$ cat src/rtl/core/object_block_loader_assert.svh
// Assertion macros for the object block loader.
// Depends on clk and rst_n being visible where the macros are used.
`ifndef OBJECT_BLOCK_LOADER_ASSERT_SVH
`define OBJECT_BLOCK_LOADER_ASSERT_SVH

// Same-cycle implication, disabled while reset is held.
`define OBL_ASSERT_IMP(lbl, ante, cons, msg) \
  lbl: assert property (@(posedge clk) disable iff (!rst_n) (ante) |-> (cons)) \
    else $error(msg);

// Next-cycle implication, disabled while reset is held.
`define OBL_ASSERT_NXT(lbl, ante, cons, msg) \
  lbl: assert property (@(posedge clk) disable iff (!rst_n) (ante) |=> (cons)) \
    else $error(msg);

`endif

$ cat src/rtl/core/obl_pkg.sv
// Shared types and constants for the object block loader.
// No dependencies; used by obl_parser, object_block_loader and tb.
package obl_pkg;

  localparam logic [15:0] HDR_CODE  = 16'hCADE;
  localparam logic [15:0] HDR_DATA  = 16'hDADA;
  localparam logic [15:0] HDR_SYM   = 16'hC3B7;
  localparam logic [15:0] HDR_FNAME = 16'hF17E;
  localparam logic [15:0] HDR_LINE  = 16'h715E;
  localparam logic [15:0] LINE_WORDS = 16'd3;

  typedef enum logic [5:0] {
    PH_HEADER = 6'b000001,
    PH_ADDR   = 6'b000010,
    PH_COUNT  = 6'b000100,
    PH_WORDS  = 6'b001000,
    PH_BYTES  = 6'b010000,
    PH_ERROR  = 6'b100000
  } obl_phase_t;

  typedef enum logic [2:0] {
    KIND_NONE  = 3'd0,
    KIND_CODE  = 3'd1,
    KIND_DATA  = 3'd2,
    KIND_SYM   = 3'd3,
    KIND_FNAME = 3'd4,
    KIND_LINE  = 3'd5
  } obl_kind_t;

  typedef enum logic [1:0] {
    ST_WRITE  = 2'd0,
    ST_BADHDR = 2'd1,
    ST_DONE   = 2'd2,
    ST_TRUNC  = 2'd3
  } obl_status_t;

  typedef struct packed {
    logic        valid;
    logic [15:0] addr;
    logic [15:0] data;
    obl_status_t status;
  } obl_result_t;

  typedef struct packed {
    logic at_header;
    logic in_error;
  } obl_pstat_t;

endpackage

$ cat src/rtl/core/object_block_loader.sv
// Channel   | Direction | Handshake          | Payload
// in_       | input     | in_valid/in_stall  | byte_value[7:0], end_of_file
// out_      | output    | out_valid/out_stall| write_address[15:0], write_data[15:0], status
// One byte per cycle while results are not stalled: input register, one parser pass, result register.
// A byte's result is registered after the input register; bytes that make no result leave none.
// Reset is synchronous and active low; it returns the parser to awaiting a header word.
// A stalled result holds in the result register while one more byte may wait in the input register.
// Depends on obl_pkg, obl_parser and object_block_loader_assert.svh.
module object_block_loader import obl_pkg::*; #(
  parameter int ADDR_WIDTH = 16
) (
  input  logic        clk,
  input  logic        rst_n,
  input  logic        in_valid,
  output logic        in_stall,
  input  logic [7:0]  in_byte_value,
  input  logic        in_end_of_file,
  output logic        out_valid,
  input  logic        out_stall,
  output logic [15:0] out_write_address,
  output logic [15:0] out_write_data,
  output logic [1:0]  out_status
);

  logic        s1_valid_r;
  logic [7:0]  s1_byte_r;
  logic        s1_eof_r;
  logic        out_valid_r;
  logic [15:0] out_addr_r;
  logic [15:0] out_data_r;
  obl_status_t out_status_r;
  logic        out_free;
  logic        advance;
  obl_result_t res;
  obl_pstat_t  pstat;

  // A byte that makes no result may advance even while the result register is stalled.
  assign out_free = !out_valid_r || !out_stall;
  assign advance  = s1_valid_r && (!res.valid || out_free);
  assign in_stall = s1_valid_r && !advance;

  obl_parser #(
    .ADDR_WIDTH(ADDR_WIDTH)
  ) u_parser (
    .clk        (clk),
    .rst_n      (rst_n),
    .step_en    (advance),
    .byte_value (s1_byte_r),
    .end_of_file(s1_eof_r),
    .res        (res),
    .pstat      (pstat)
  );

  always_ff @(posedge clk) begin
    if (!rst_n) begin
      s1_valid_r <= 1'b0;
    end else if (!in_stall) begin
      s1_valid_r <= in_valid;
    end
  end

  always_ff @(posedge clk) begin
    if (in_valid && !in_stall) begin
      s1_byte_r <= in_byte_value;
      s1_eof_r  <= in_end_of_file;
    end
  end

  always_ff @(posedge clk) begin
    if (!rst_n) begin
      out_valid_r <= 1'b0;
    end else if (advance && res.valid) begin
      out_valid_r <= 1'b1;
    end else if (out_valid_r && !out_stall) begin
      out_valid_r <= 1'b0;
    end
  end

  always_ff @(posedge clk) begin
    if (advance && res.valid) begin
      out_addr_r   <= res.addr;
      out_data_r   <= res.data;
      out_status_r <= res.status;
    end
  end

  assign out_valid         = out_valid_r;
  assign out_write_address = out_addr_r;
  assign out_write_data    = out_data_r;
  assign out_status        = out_status_r;

`include "object_block_loader_assert.svh"

  `OBL_ASSERT_IMP(a_stall_needs_item, in_stall, s1_valid_r, "input stalled with empty stage")
  `OBL_ASSERT_IMP(a_nonwrite_zero, out_valid_r && (out_status_r != ST_WRITE), (out_addr_r == 16'd0) && (out_data_r == 16'd0), "non-write result carries payload")
  `OBL_ASSERT_NXT(a_eof_restart, advance && s1_eof_r, pstat.at_header, "parser not restarted after end of file")
  `OBL_ASSERT_IMP(a_error_silent, advance && pstat.in_error && !s1_eof_r, !res.valid, "result produced while discarding")

endmodule

$ cat src/rtl/core/obl_parser.sv
// Parser state and per-byte next-state logic of the object block loader.
// Depends on obl_pkg.
module obl_parser import obl_pkg::*; #(
  parameter int ADDR_WIDTH = 16
) (
  input  logic        clk,
  input  logic        rst_n,
  input  logic        step_en,
  input  logic [7:0]  byte_value,
  input  logic        end_of_file,
  output obl_result_t res,
  output obl_pstat_t  pstat
);

  // Load addresses never wrap wider than 16 bits.
  localparam int AW = (ADDR_WIDTH > 16) ? 16 : ADDR_WIDTH;

  obl_phase_t    phase_r, phase_nxt;
  obl_kind_t     kind_r, kind_nxt;
  logic [7:0]    high_r, high_nxt;
  logic          half_r, half_nxt;
  logic [AW-1:0] addr_r, addr_nxt;
  logic [15:0]   count_r, count_nxt;
  logic [15:0]   word;
  logic [15:0]   count_dec;

  assign word      = {high_r, byte_value};
  assign count_dec = count_r - 16'd1;

  always_comb begin
    phase_nxt  = phase_r;
    kind_nxt   = kind_r;
    high_nxt   = high_r;
    half_nxt   = half_r;
    addr_nxt   = addr_r;
    count_nxt  = count_r;
    res.valid  = 1'b0;
    res.addr   = 16'd0;
    res.data   = 16'd0;
    res.status = ST_WRITE;

    if (end_of_file) begin
      phase_nxt = PH_HEADER;
      kind_nxt  = KIND_NONE;
      high_nxt  = 8'd0;
      half_nxt  = 1'b0;
      addr_nxt  = '0;
      count_nxt = 16'd0;
      res.valid  = (phase_r != PH_ERROR);
      res.status = (phase_r == PH_HEADER) ? ST_DONE : ST_TRUNC;
    end else if (phase_r == PH_ERROR) begin
      phase_nxt = PH_ERROR;
    end else if (phase_r == PH_BYTES) begin
      count_nxt = count_dec;
      if (count_dec == 16'd0) begin
        phase_nxt = PH_HEADER;
        kind_nxt  = KIND_NONE;
      end
    end else if (!half_r) begin
      high_nxt = byte_value;
      half_nxt = 1'b1;
    end else begin
      half_nxt = 1'b0;
      case (phase_r)
        PH_HEADER: begin
          if (word == HDR_CODE) begin
            kind_nxt  = KIND_CODE;
            phase_nxt = PH_ADDR;
          end else if (word == HDR_DATA) begin
            kind_nxt  = KIND_DATA;
            phase_nxt = PH_ADDR;
          end else if (word == HDR_SYM) begin
            kind_nxt  = KIND_SYM;
            phase_nxt = PH_ADDR;
          end else if (word == HDR_FNAME) begin
            kind_nxt  = KIND_FNAME;
            phase_nxt = PH_COUNT;
          end else if (word == HDR_LINE) begin
            kind_nxt  = KIND_LINE;
            count_nxt = LINE_WORDS;
            phase_nxt = PH_WORDS;
          end else begin
            kind_nxt   = KIND_NONE;
            phase_nxt  = PH_ERROR;
            res.valid  = 1'b1;
            res.status = ST_BADHDR;
          end
        end
        PH_ADDR: begin
          if (kind_r == KIND_CODE || kind_r == KIND_DATA) begin
            addr_nxt = word[AW-1:0];
          end
          phase_nxt = PH_COUNT;
        end
        PH_COUNT: begin
          count_nxt = word;
          if (word == 16'd0) begin
            phase_nxt = PH_HEADER;
            kind_nxt  = KIND_NONE;
          end else if (kind_r == KIND_SYM || kind_r == KIND_FNAME) begin
            phase_nxt = PH_BYTES;
          end else begin
            phase_nxt = PH_WORDS;
          end
        end
        PH_WORDS: begin
          if (kind_r == KIND_CODE || kind_r == KIND_DATA) begin
            res.valid  = 1'b1;
            res.addr   = 16'(addr_r);
            res.data   = word;
            res.status = ST_WRITE;
            addr_nxt   = addr_r + 1'b1;
          end
          count_nxt = count_dec;
          if (count_dec == 16'd0) begin
            phase_nxt = PH_HEADER;
            kind_nxt  = KIND_NONE;
          end
        end
        default: begin
          phase_nxt = phase_r;
        end
      endcase
    end
  end

  always_ff @(posedge clk) begin
    if (!rst_n) begin
      phase_r <= PH_HEADER;
      kind_r  <= KIND_NONE;
      high_r  <= 8'd0;
      half_r  <= 1'b0;
      addr_r  <= '0;
      count_r <= 16'd0;
    end else if (step_en) begin
      phase_r <= phase_nxt;
      kind_r  <= kind_nxt;
      high_r  <= high_nxt;
      half_r  <= half_nxt;
      addr_r  <= addr_nxt;
      count_r <= count_nxt;
    end
  end

  assign pstat.at_header = (phase_r == PH_HEADER);
  assign pstat.in_error  = (phase_r == PH_ERROR);

endmodule

$ cat config.mk
export PLATFORM = sky130hd
export DESIGN_NAME = object_block_loader
export DESIGN_NICKNAME = d
export VERILOG_FILES = /design/src/rtl/core/obl_pkg.sv /design/src/rtl/core/object_block_loader.sv /design/src/rtl/core/obl_parser.sv
export VERILOG_INCLUDE_DIRS = /design/src /design/src/rtl/core
export SDC_FILE = /design/constraint.sdc
export NUM_CORES = 1
export LEC_CHECK = 0
export BUFFER_PORTS_ARGS = -buffer_cell sky130_fd_sc_hd__buf_2
export CAP_MARGIN = 20
export CELL_PAD_IN_SITES_DETAIL_PLACEMENT = 0
export CELL_PAD_IN_SITES_GLOBAL_PLACEMENT = 1
export CORE_MARGIN = 2
export CORE_UTILIZATION = 46
export DETAILED_ROUTE_END_ITERATION = 6
export PLACE_DENSITY_LB_ADDON = 0.05
export SLEW_MARGIN = 20
export SYNTH_ARGS = -nofsm -noshare
export SYNTH_HDL_FRONTEND = slang
export SYNTH_SLANG_ARGS = --single-unit
export TNS_END_PERCENT = 50
$ cat constraint.sdc
create_clock -name clk -period 4.1 [get_ports clk]
set_input_delay 1.23 -clock clk [delete_from_list [all_inputs] [get_ports clk]]
set_output_delay 1.23 -clock clk [all_outputs]
set_load 0.01 [all_outputs]
== Word-level counts from Yosys, hierarchy flattened ==
Cells that the tools add are included.
Cells by class
  bitwise operators: 3
  equal/unequal tests: 27
  $add $sub $neg: 2
  reductions and logical operators: 30
  multiplexer cells: 72
Operator list (count)
  16-bit 2-to-1 mux: 15
  35-bit 2-to-1 mux: 4
  6-bit 2-to-1 mux: 11
  16-bit equality test (second input constant): 4
  16-bit one-hot mux with 3 select lines: 1
  3-bit 2-to-1 mux: 11
  16-bit zero test: 2
  32-bit 2-to-1 mux: 1
  8-bit 2-to-1 mux: 4
  16-bit one-hot mux with 2 select lines: 1
  6-bit one-hot mux with 4 select lines: 1
  16-bit by 1-bit adder with 16-bit output (second input constant): 1
  16-bit by 15-bit equality test with 1-bit output (second input constant): 1
  4-bit by 3-bit != test with 1-bit output (second input constant): 4
  16-bit by 1-bit subtractor with 16-bit output (second input constant): 1
  1-bit 2-to-1 mux: 14
  2-bit 2-to-1 mux: 5
  3-bit one-hot mux with 3 select lines: 1
  9-bit AND reduction: 1
  4-bit by 2-bit != test with 1-bit output (second input constant): 2
  7-bit AND reduction: 1
  7-bit nonzero test: 1
  3-bit by 2-bit equality test with 1-bit output (second input constant): 2
  6-bit by 1-bit equality test with 1-bit output (second input constant): 1
  25 further kinds: 44
Word-level totals
  logic and storage cells: 147
  bits in registers: 95
  output and inout bits: 36
  bits of input ports: 13

== Longest topological paths before layout ==
Gate-level depths: netlist of run 1.
  depth in word-level cells: 18
  gate-level depth with buffers: 11
  gate-level depth less buffers: 9

== Modules after synthesis ==
A second synthesis of run 1 with hierarchy kept.
Second synthesis, totals
  cell total of the unflattened synthesis: 555
  area, all modules: 5082.4 sq um
Modules (own cells, without submodules)
  obl_parser: times used 1, cells an instance 501, area an instance 3696.0 sq um, seq. area each 1001.0 sq um
  object_block_loader: times used 1, cells an instance 54, area an instance 1386.3 sq um, seq. area each 1331.3 sq um

== Worst setup path before layout of run 1 ==
OpenSTA, ideal clock, no wires.
  path kind: flip-flop to flip-flop
  start point: reg u_parser.phase_r[0]
  end point: reg out_status_r[0] (netlist: out_status[0]) (enable)
  data required time: 3.675 ns
  setup slack: 0.359 ns
  period minus slack after synthesis: 3.741 ns
  arrival time: 3.316 ns
  cell stages (with the launch flop): 7
  library setup time: 0.425 ns
  buffers on the path: 1
  cell sequence: dfxtp_1 -> buf_2 -> or4_4 -> o41ai_1 -> and2_1 -> o21ai_0 -> nor2_1
On the way
  longest elaborated chain between the ends: 10
  elaborated cells on any way between the ends: 14
  those cells by class: 5 x eq/ne; 5 x mux; 4 x reduce/logical
RTL lines
  start: declaration: RTL line obl_parser.sv:18  | obl_phase_t phase_r, phase_nxt;
  start signal: assignment: RTL line obl_parser.sv:136  | phase_r <= phase_nxt;
  6-bit by 4-bit equality test with 1-bit output or 6-bit by 1-bit equality test with 1-bit output (tied branches): RTL line obl_parser.sv:64  | case (phase_r)
  1-bit one-hot mux with 2 select lines: RTL line obl_parser.sv:64
  35-bit 2-to-1 mux: RTL line obl_parser.sv:59  | end else if (!half_r) begin
  35-bit 2-to-1 mux: RTL line obl_parser.sv:53  | end else if (phase_r == PH_BYTES) begin
  35-bit 2-to-1 mux: RTL line obl_parser.sv:51  | end else if (phase_r == PH_ERROR) begin
  1-bit 2-to-1 mux (*): RTL line obl_parser.sv:42  | if (end_of_file) begin
  1-bit zero test: RTL line object_block_loader.sv:39  | assign advance = s1_valid_r && (!res.valid || out_free);
  1-bit logical OR: RTL line object_block_loader.sv:39
  1-bit logical AND: RTL line object_block_loader.sv:39
  1-bit logical AND (*): RTL line object_block_loader.sv:80  | if (advance && res.valid) begin
  end signal: assignment: RTL line object_block_loader.sv:83  | out_status_r <= res.status;
  end: declaration: RTL line object_block_loader.sv:31  | obl_status_t out_status_r;
Every way passes the cells marked *; elsewhere a longest branch is shown, timed or not.
A chain may end at the register's enable or synchronous reset.

== Worst setup path after layout of run 1 ==
  start point: reg u_parser.phase_r[0]
  end point: out in_stall
On the way
  longest elaborated chain between the ends: 11
  elaborated cells on any way between the ends: 15
  those cells by class: 5 x eq/ne; 5 x mux; 5 x reduce/logical
RTL lines
  6-bit by 4-bit equality test with 1-bit output or 6-bit by 1-bit equality test with 1-bit output (tied branches): RTL line obl_parser.sv:64
  1-bit one-hot mux with 2 select lines: RTL line obl_parser.sv:64
  35-bit 2-to-1 mux: RTL line obl_parser.sv:59
  35-bit 2-to-1 mux: RTL line obl_parser.sv:53
  35-bit 2-to-1 mux: RTL line obl_parser.sv:51
  1-bit 2-to-1 mux (*): RTL line obl_parser.sv:42
  1-bit zero test (*): RTL line object_block_loader.sv:39
  1-bit logical OR (*): RTL line object_block_loader.sv:39
  1-bit logical AND (*): RTL line object_block_loader.sv:39
  1-bit zero test (*): RTL line object_block_loader.sv:40  | assign in_stall = s1_valid_r && !advance;
  1-bit logical AND (*): RTL line object_block_loader.sv:40
  end: declaration: RTL line object_block_loader.sv:15  | output logic in_stall,
Marks and branches as above.

==> results of run 1 <==
## synthesized netlist by cell type (all sizes together) (10+ instances only)
master / count / share of area, %
a211oi: 12 / 1.7
a21oi: 47 / 4.6
a22oi: 15 / 2.2
and2: 35 / 4.2
clkbuf: 34 / 2.5
dfxtp: 52 / 20
edfxtp: 43 / 25
nand2: 50 / 3.6
nand3: 15 / 1.5
nor2: 59 / 4.3
nor3: 19 / 1.9
o21ai: 24 / 2.6
or4: 12 / 2.0
xor2: 10 / 1.7
## cells by family (layout without fill, tap and decap cells)
kind of cell / after synthesis / after routing / synth area share [%]
compound gates: 157 / 157 / 20.97
xor+xnor: 17 / 17 / 2.888
simple gates: 251 / 251 / 26.12
fa+ha+maj: 3 / 3 / 0.7282
buf+inv: 52 / 86 / 4.053
flops: 95 / 95 / 45.24
## through the flow
step	area, µm²	hold slack [ns]	utilization, %	std cells
final	5698	0.5087	52.33	749
after detailed placement	5498	0.4906	50.49	733
after CTS	5698	0.5058	52.33	749
after global routing	5698	0.5304	52.33	749
after floorplan	5155	0.4479	-	575
after global placement	5498	0.4800	50.49	733
## worst paths after layout
check             cells past startpoint                  to                start  slack [ns]
setup / recovery                      6            in_stall  u_parser.phase_r[0]        0.21
hold / removal                        2           out_valid            out_valid        0.51
setup reg to reg                      7  u_parser.kind_r[0]         s1_byte_r[7]        0.83
hold reg to reg                       2           out_valid            out_valid        0.51
## report_power, final
| part | switching, W | internal [W] | total (W) |
|---|---|---|---|
| clock network | 0.000336 | 0.000303 | 0.000639 |
| registers | 0.0000421 | 0.00102 | 0.00106 |
| logic | 0.000143 | 0.0000890 | 0.000233 |
## metal layers
layer  wire length [µm]  part of all wire, %  vias to the layer above  track usage (%)
li1                   -                    -                     2197                -
met1               6745                   46                     2216            35.22
met2               6721                   46                      160            39.48
met3                792                  5.4                       26            3.438
met4                323                  2.2                        2            10.94
met5                 13                0.089                        -                0
## worst reg2reg max path: cells and delay by family (launching register included)
family / cells / cell delay [ns]
compound gates: 4 / 1.21
simple gates: 3 / 1.44
flops: 1 / 0.55
## what timing repair did
action / in CTS / in global routing
setup endpoints to repair: 0 / 1
hold buffers: 0 / 0
resized for setup: 0 / 1
## flip-flops by register name, indices dropped and copies added, names as in the netlist, 3 cells and up
| signal | count |
|---|---|
| u_parser.addr_r | 16 |
| out_write_data | 16 |
| s1_byte_r | 8 |
| out_write_address | 16 |
| u_parser.count_r | 16 |
| u_parser.phase_r | 6 |
| u_parser.kind_r | 3 |
| u_parser.high_r | 8 |
## layout make-up
class	instances	area, µm²	share of cell area (%)
multi-input cells	428	2623	46.03
inverters	10	37.54	0.6588
well taps	140	175.2	3.074
flip-flops and latches	95	2332	40.93
clock inverters	4	55.05	0.9662
clock buffers	12	145.1	2.547
repair buffers	60	330.3	5.797
==> results.yml, run 1 <==
synth:
  syn_nets: 591
  ys_seq_area_share_pct: 45.24
  syn_inst: 575
  avgSynthCellArea_um2: 8.965
  synth_async_sr_flop_share_pct: 0
  synth-edff-count: 43
  ys_types: 72
  ys.flop_type: "dfxtp_1"
  netlist_area_um2: 5155
  ys_ff_latch: 95
  yosys_warnings: 0
cts:
  cts_buffer_depth: 2
  cts-root-buf: "clkbuf_8"
  cts.sinks: 95
  postCtsSetupRepairBufs: 0
  tritoncts: "yes"
  htreeDepth: 3
  clock_latency_ns: 0.36
  cts_buffers: 9
  clk_transition_reported_paths_ns: 0.09
worst_hold_path:
  hold_class: "reg -> reg"
pwr:
  finalPower_w: 0.001934
  leakagePower_nw: 1.959
  ir_drop_mv: 0.1378
  powerDensity_nw_per_um2: 339.4
sta:
  tightest_slew_ns: 0.9404
  skew_ns: 0.01246
  slew_viol_final: 0
  fmax_mhz: 256.9
  hold_viol_final: 0
  final.setup.tns_ns: 0
  fin_crit_ns: 3.892
  fin_crit_sh_pct: 94.93
  fin_ws_ns: 0.2081
  slew-limit-headroom_pct: 37.08
  rsz0062_at_grt: "false"
  setup_viol: 0
critical_path:
  critPathArrivalTime_ns: 2.66
  crit_fanout: 9
  critPathTopFamily: "simple AND/OR/NAND/NOR gates"
  cp-start-kind: "flip-flop"
  cpPeakStageDelay_ns: 0.67
  cpMaxStageDelayCell: "o41ai_1"
  worstPathCellList: "or4_4 > o41ai_1 > and2_1 > o21ai_1 > nor2_1 > buf_2"
  path_buf_inv: 1
  required_ns: 2.87
  end_kind: "primary output"
  worstSetupPathType: "reg -> out"
routing:
  drt-initial-drc-count: 323
  vias: 4601
  wirelength_um: 14600
  dr.pass1.iters: 5
  wire_per_inst_um: 19.49
  ant_nets: 0
  post-route-drc-count: 0
  routed_via_density: 6.143
floorplanning:
  core_um2: 10890
  num_rows: 38
  die_h_um: 109.9
  dieArea_um2: 12070
  initial_core_util_pct: 47.35
  fp.dieW_um: 109.9
  io_pins: 49
layout:
  layout_commonest_cell: "nor2_1"
  nets: 620
  nFillCells: 1033
  area_growth_syn_to_layout_pct: 10.53
  antenna_cells: 0
  drive_above_1_share_pct: 14.29
  final_cell_mix: "nor2_1, dfxtp_1, nand2_1"
placement:
  dpl.hpwl_um: 10270
  dp_slack_ns: 0.5133
  port_buffers: 48
  gp_congestion: 0.9088
outcome:
  status: "finished, final reports clean"
global_route:
  grt_pass1_vias: 4321
  grt_max_degree: 35
  grt_pass1_wl_um: 23220
  grt_overflow_total: 0
  antenna_found_initial: 1
  track_usage_pct: 25.38
run:
  drv_cap: 0
No activity file was read; power rests on OpenSTA's default activity.
==> run 2: changes to the inputs <==
- CORE_UTILIZATION: 46 -> 45
==> results.yml, run 2 (synthesis results as in run 1) <==
outcome:
  status: "finished, final reports clean"
critical_path:
  end_kind: "primary output"
  cp-start-kind: "flip-flop"
  rr_worst_depth: 7
  r2r-start: "s1_byte_r[7]"
  crit_fanout: 6
  worstPathCellList: "or4_4 > or4_4 > o21ai_4 > nor3_1 > o21ai_1 > nor2_1 > buf_2"
  required_ns: 2.87
  critPathArrivalTime_ns: 2.64
  cpPeakStageDelay_ns: 0.55
  r2r_slack_ns: 0.86
  regToRegEndpoint: "u_parser.count_r[15]"
  path_common_cell: "or4_4"
  cpMaxStageDelayCell: "or4_4"
  worstSetupPathType: "reg -> out"
cts:
  cts-root-buf: "clkbuf_16"
  holdBufCountCts: 0
  tritoncts: "yes"
  cts_buffers: 9
  clock_latency_ns: 0.35
  cts.sinks: 95
  clk_transition_reported_paths_ns: 0.06
  cts_buffer_depth: 2
  postCtsSetupRepairBufs: 0
  htreeDepth: 3
routing:
  drt-initial-drc-count: 295
  vias: 4559
  routed_via_density: 6.087
  ant_nets: 0
  dr.pass1.iters: 5
  wire_per_inst_um: 19.67
  post-route-drc-count: 0
  wirelength_um: 14740
floorplanning:
  io_pins: 49
  fp.dieW_um: 111.0
  num_rows: 39
  initial_core_util_pct: 45.53
  dieArea_um2: 12330
  core_um2: 11320
  die_h_um: 111.0
pwr:
  powerDensity_nw_per_um2: 361.5
  ir_drop_mv: 0.2177
  finalPower_w: 0.002079
  leakagePower_nw: 1.976
layout:
  layout_commonest_cell: "nor2_1"
  antenna_cells: 0
  nFillCells: 1077
  area_growth_syn_to_layout_pct: 11.58
  drive_above_1_share_pct: 14.03
  nets: 617
  final_cell_mix: "nor2_1, dfxtp_1, nand2_1"
global_route:
  grt_pass1_vias: 4442
  grt_max_degree: 35
  antenna_found_initial: 0
  track_usage_pct: 24.37
  grt_pass1_wl_um: 23830
  grt_overflow_total: 0
sta:
  fin_crit_ns: 3.875
  fmax_mhz: 258.1
  final.setup.tns_ns: 0
  slew-limit-headroom_pct: 34.36
  hold_viol_final: 0
  setup_viol: 0
  skew_ns: 0.008699
  fin_crit_sh_pct: 94.51
  rsz0062_at_grt: "false"
  slew_viol_final: 0
  tightest_slew_ns: 0.9785
worst_hold_path:
  min_to: "u_parser.addr_r[4]"
  min_path_cells: 2
  hold_class: "reg -> reg"
  min-delay-start: "u_parser.addr_r[4]"
placement:
  gp_congestion: 0.8933
  dpl.hpwl_um: 10400
  port_buffers: 48
run:
  drv_cap: 0
-- run 2: changes by cell type in the layout (fill, tap and decap cells not counted) --
cell       previous run  this run
buf_4                12         9
clkinv_2              0         2
clkbuf_16             0         9
bufinv_16             1         0
inv_1                 9         8
clkbuf_8             10         0
clkinv_4              1         2
clkinv_1              1         3
clkbuf_1              2         0
-- run 2: critical path, delay by kind of cell, from the launching register on --
family	cells	cell delay [ns]
AND/OR/NAND/NOR	4	1.28
flip-flops	1	0.52
AO/OA/AOI/OAI	2	0.34
buffers and inverters	1	0.15
-- run 2: cell type report --
cell class | instances | area, µm² | area share (%)
Clock buffer | 9 | 225.2 | 3.916
Clock inverter | 7 | 47.55 | 0.8266
Inverter | 10 | 37.54 | 0.6526
Multi-Input combinational cell | 428 | 2623 | 45.60
Sequential cell | 95 | 2332 | 40.55
Tap cell | 143 | 178.9 | 3.111
Timing Repair Buffer | 57 | 307.8 | 5.351
-- run 2: how the worst max path moves through the flow --
stage / startpoint / to / slack (ns)
4_1_cts: s1_byte_r[6] / in_stall / 0.10
3_3_place_gp: s1_byte_r[6] / in_stall / 0.55
2_1_floorplan: u_parser.phase_r[0] / out_status[0] / 0.36
5_1_grt: u_parser.phase_r[4] / in_stall / 0.09
3_5_place_dp: s1_byte_r[6] / in_stall / 0.48
6_report: s1_byte_r[6] / in_stall / 0.23
-- run 2: power breakdown --
| group | internal [W] | switching (W) |
|---|---|---|
| clock network | 0.000411 | 0.000376 |
| registers | 0.00102 | 0.0000421 |
| logic | 0.0000880 | 0.000141 |
| total | 0.00152 | 0.000559 |
-- run 2: layer usage --
layer | vias up | part of all wire [%] | track usage (%)
met2 | 131 | 48 | 39.67
met1 | 2211 | 45 | 32.44
li1 | 2195 | - | -
met3 | 22 | 4.8 | 4.046
met5 | - | 0 | 0
met4 | 0 | 2.1 | 9.959
-- run 2: per-stage QoR --
stage | worst slack [ns] | cells | utilization, % | cell area, µm² | hold WS [ns]
global route | 0.08687 | 749 | 50.81 | 5752 | 0.5405
global placement | 0.5478 | 733 | 48.40 | 5479 | 0.4838
CTS | 0.1018 | 749 | 50.81 | 5752 | 0.4943
detailed placement | 0.4821 | 733 | 48.40 | 5479 | 0.4862
finish | 0.2250 | 749 | 50.81 | 5752 | 0.4884
floorplan | 0.3586 | 575 | - | 5155 | 0.4479
-- run 2: timing repair --
item / CTS / global route
endpoints found under the setup margin: 0 / 1
gates resized for setup: 0 / 1
hold endpoints to repair: 0 / 0
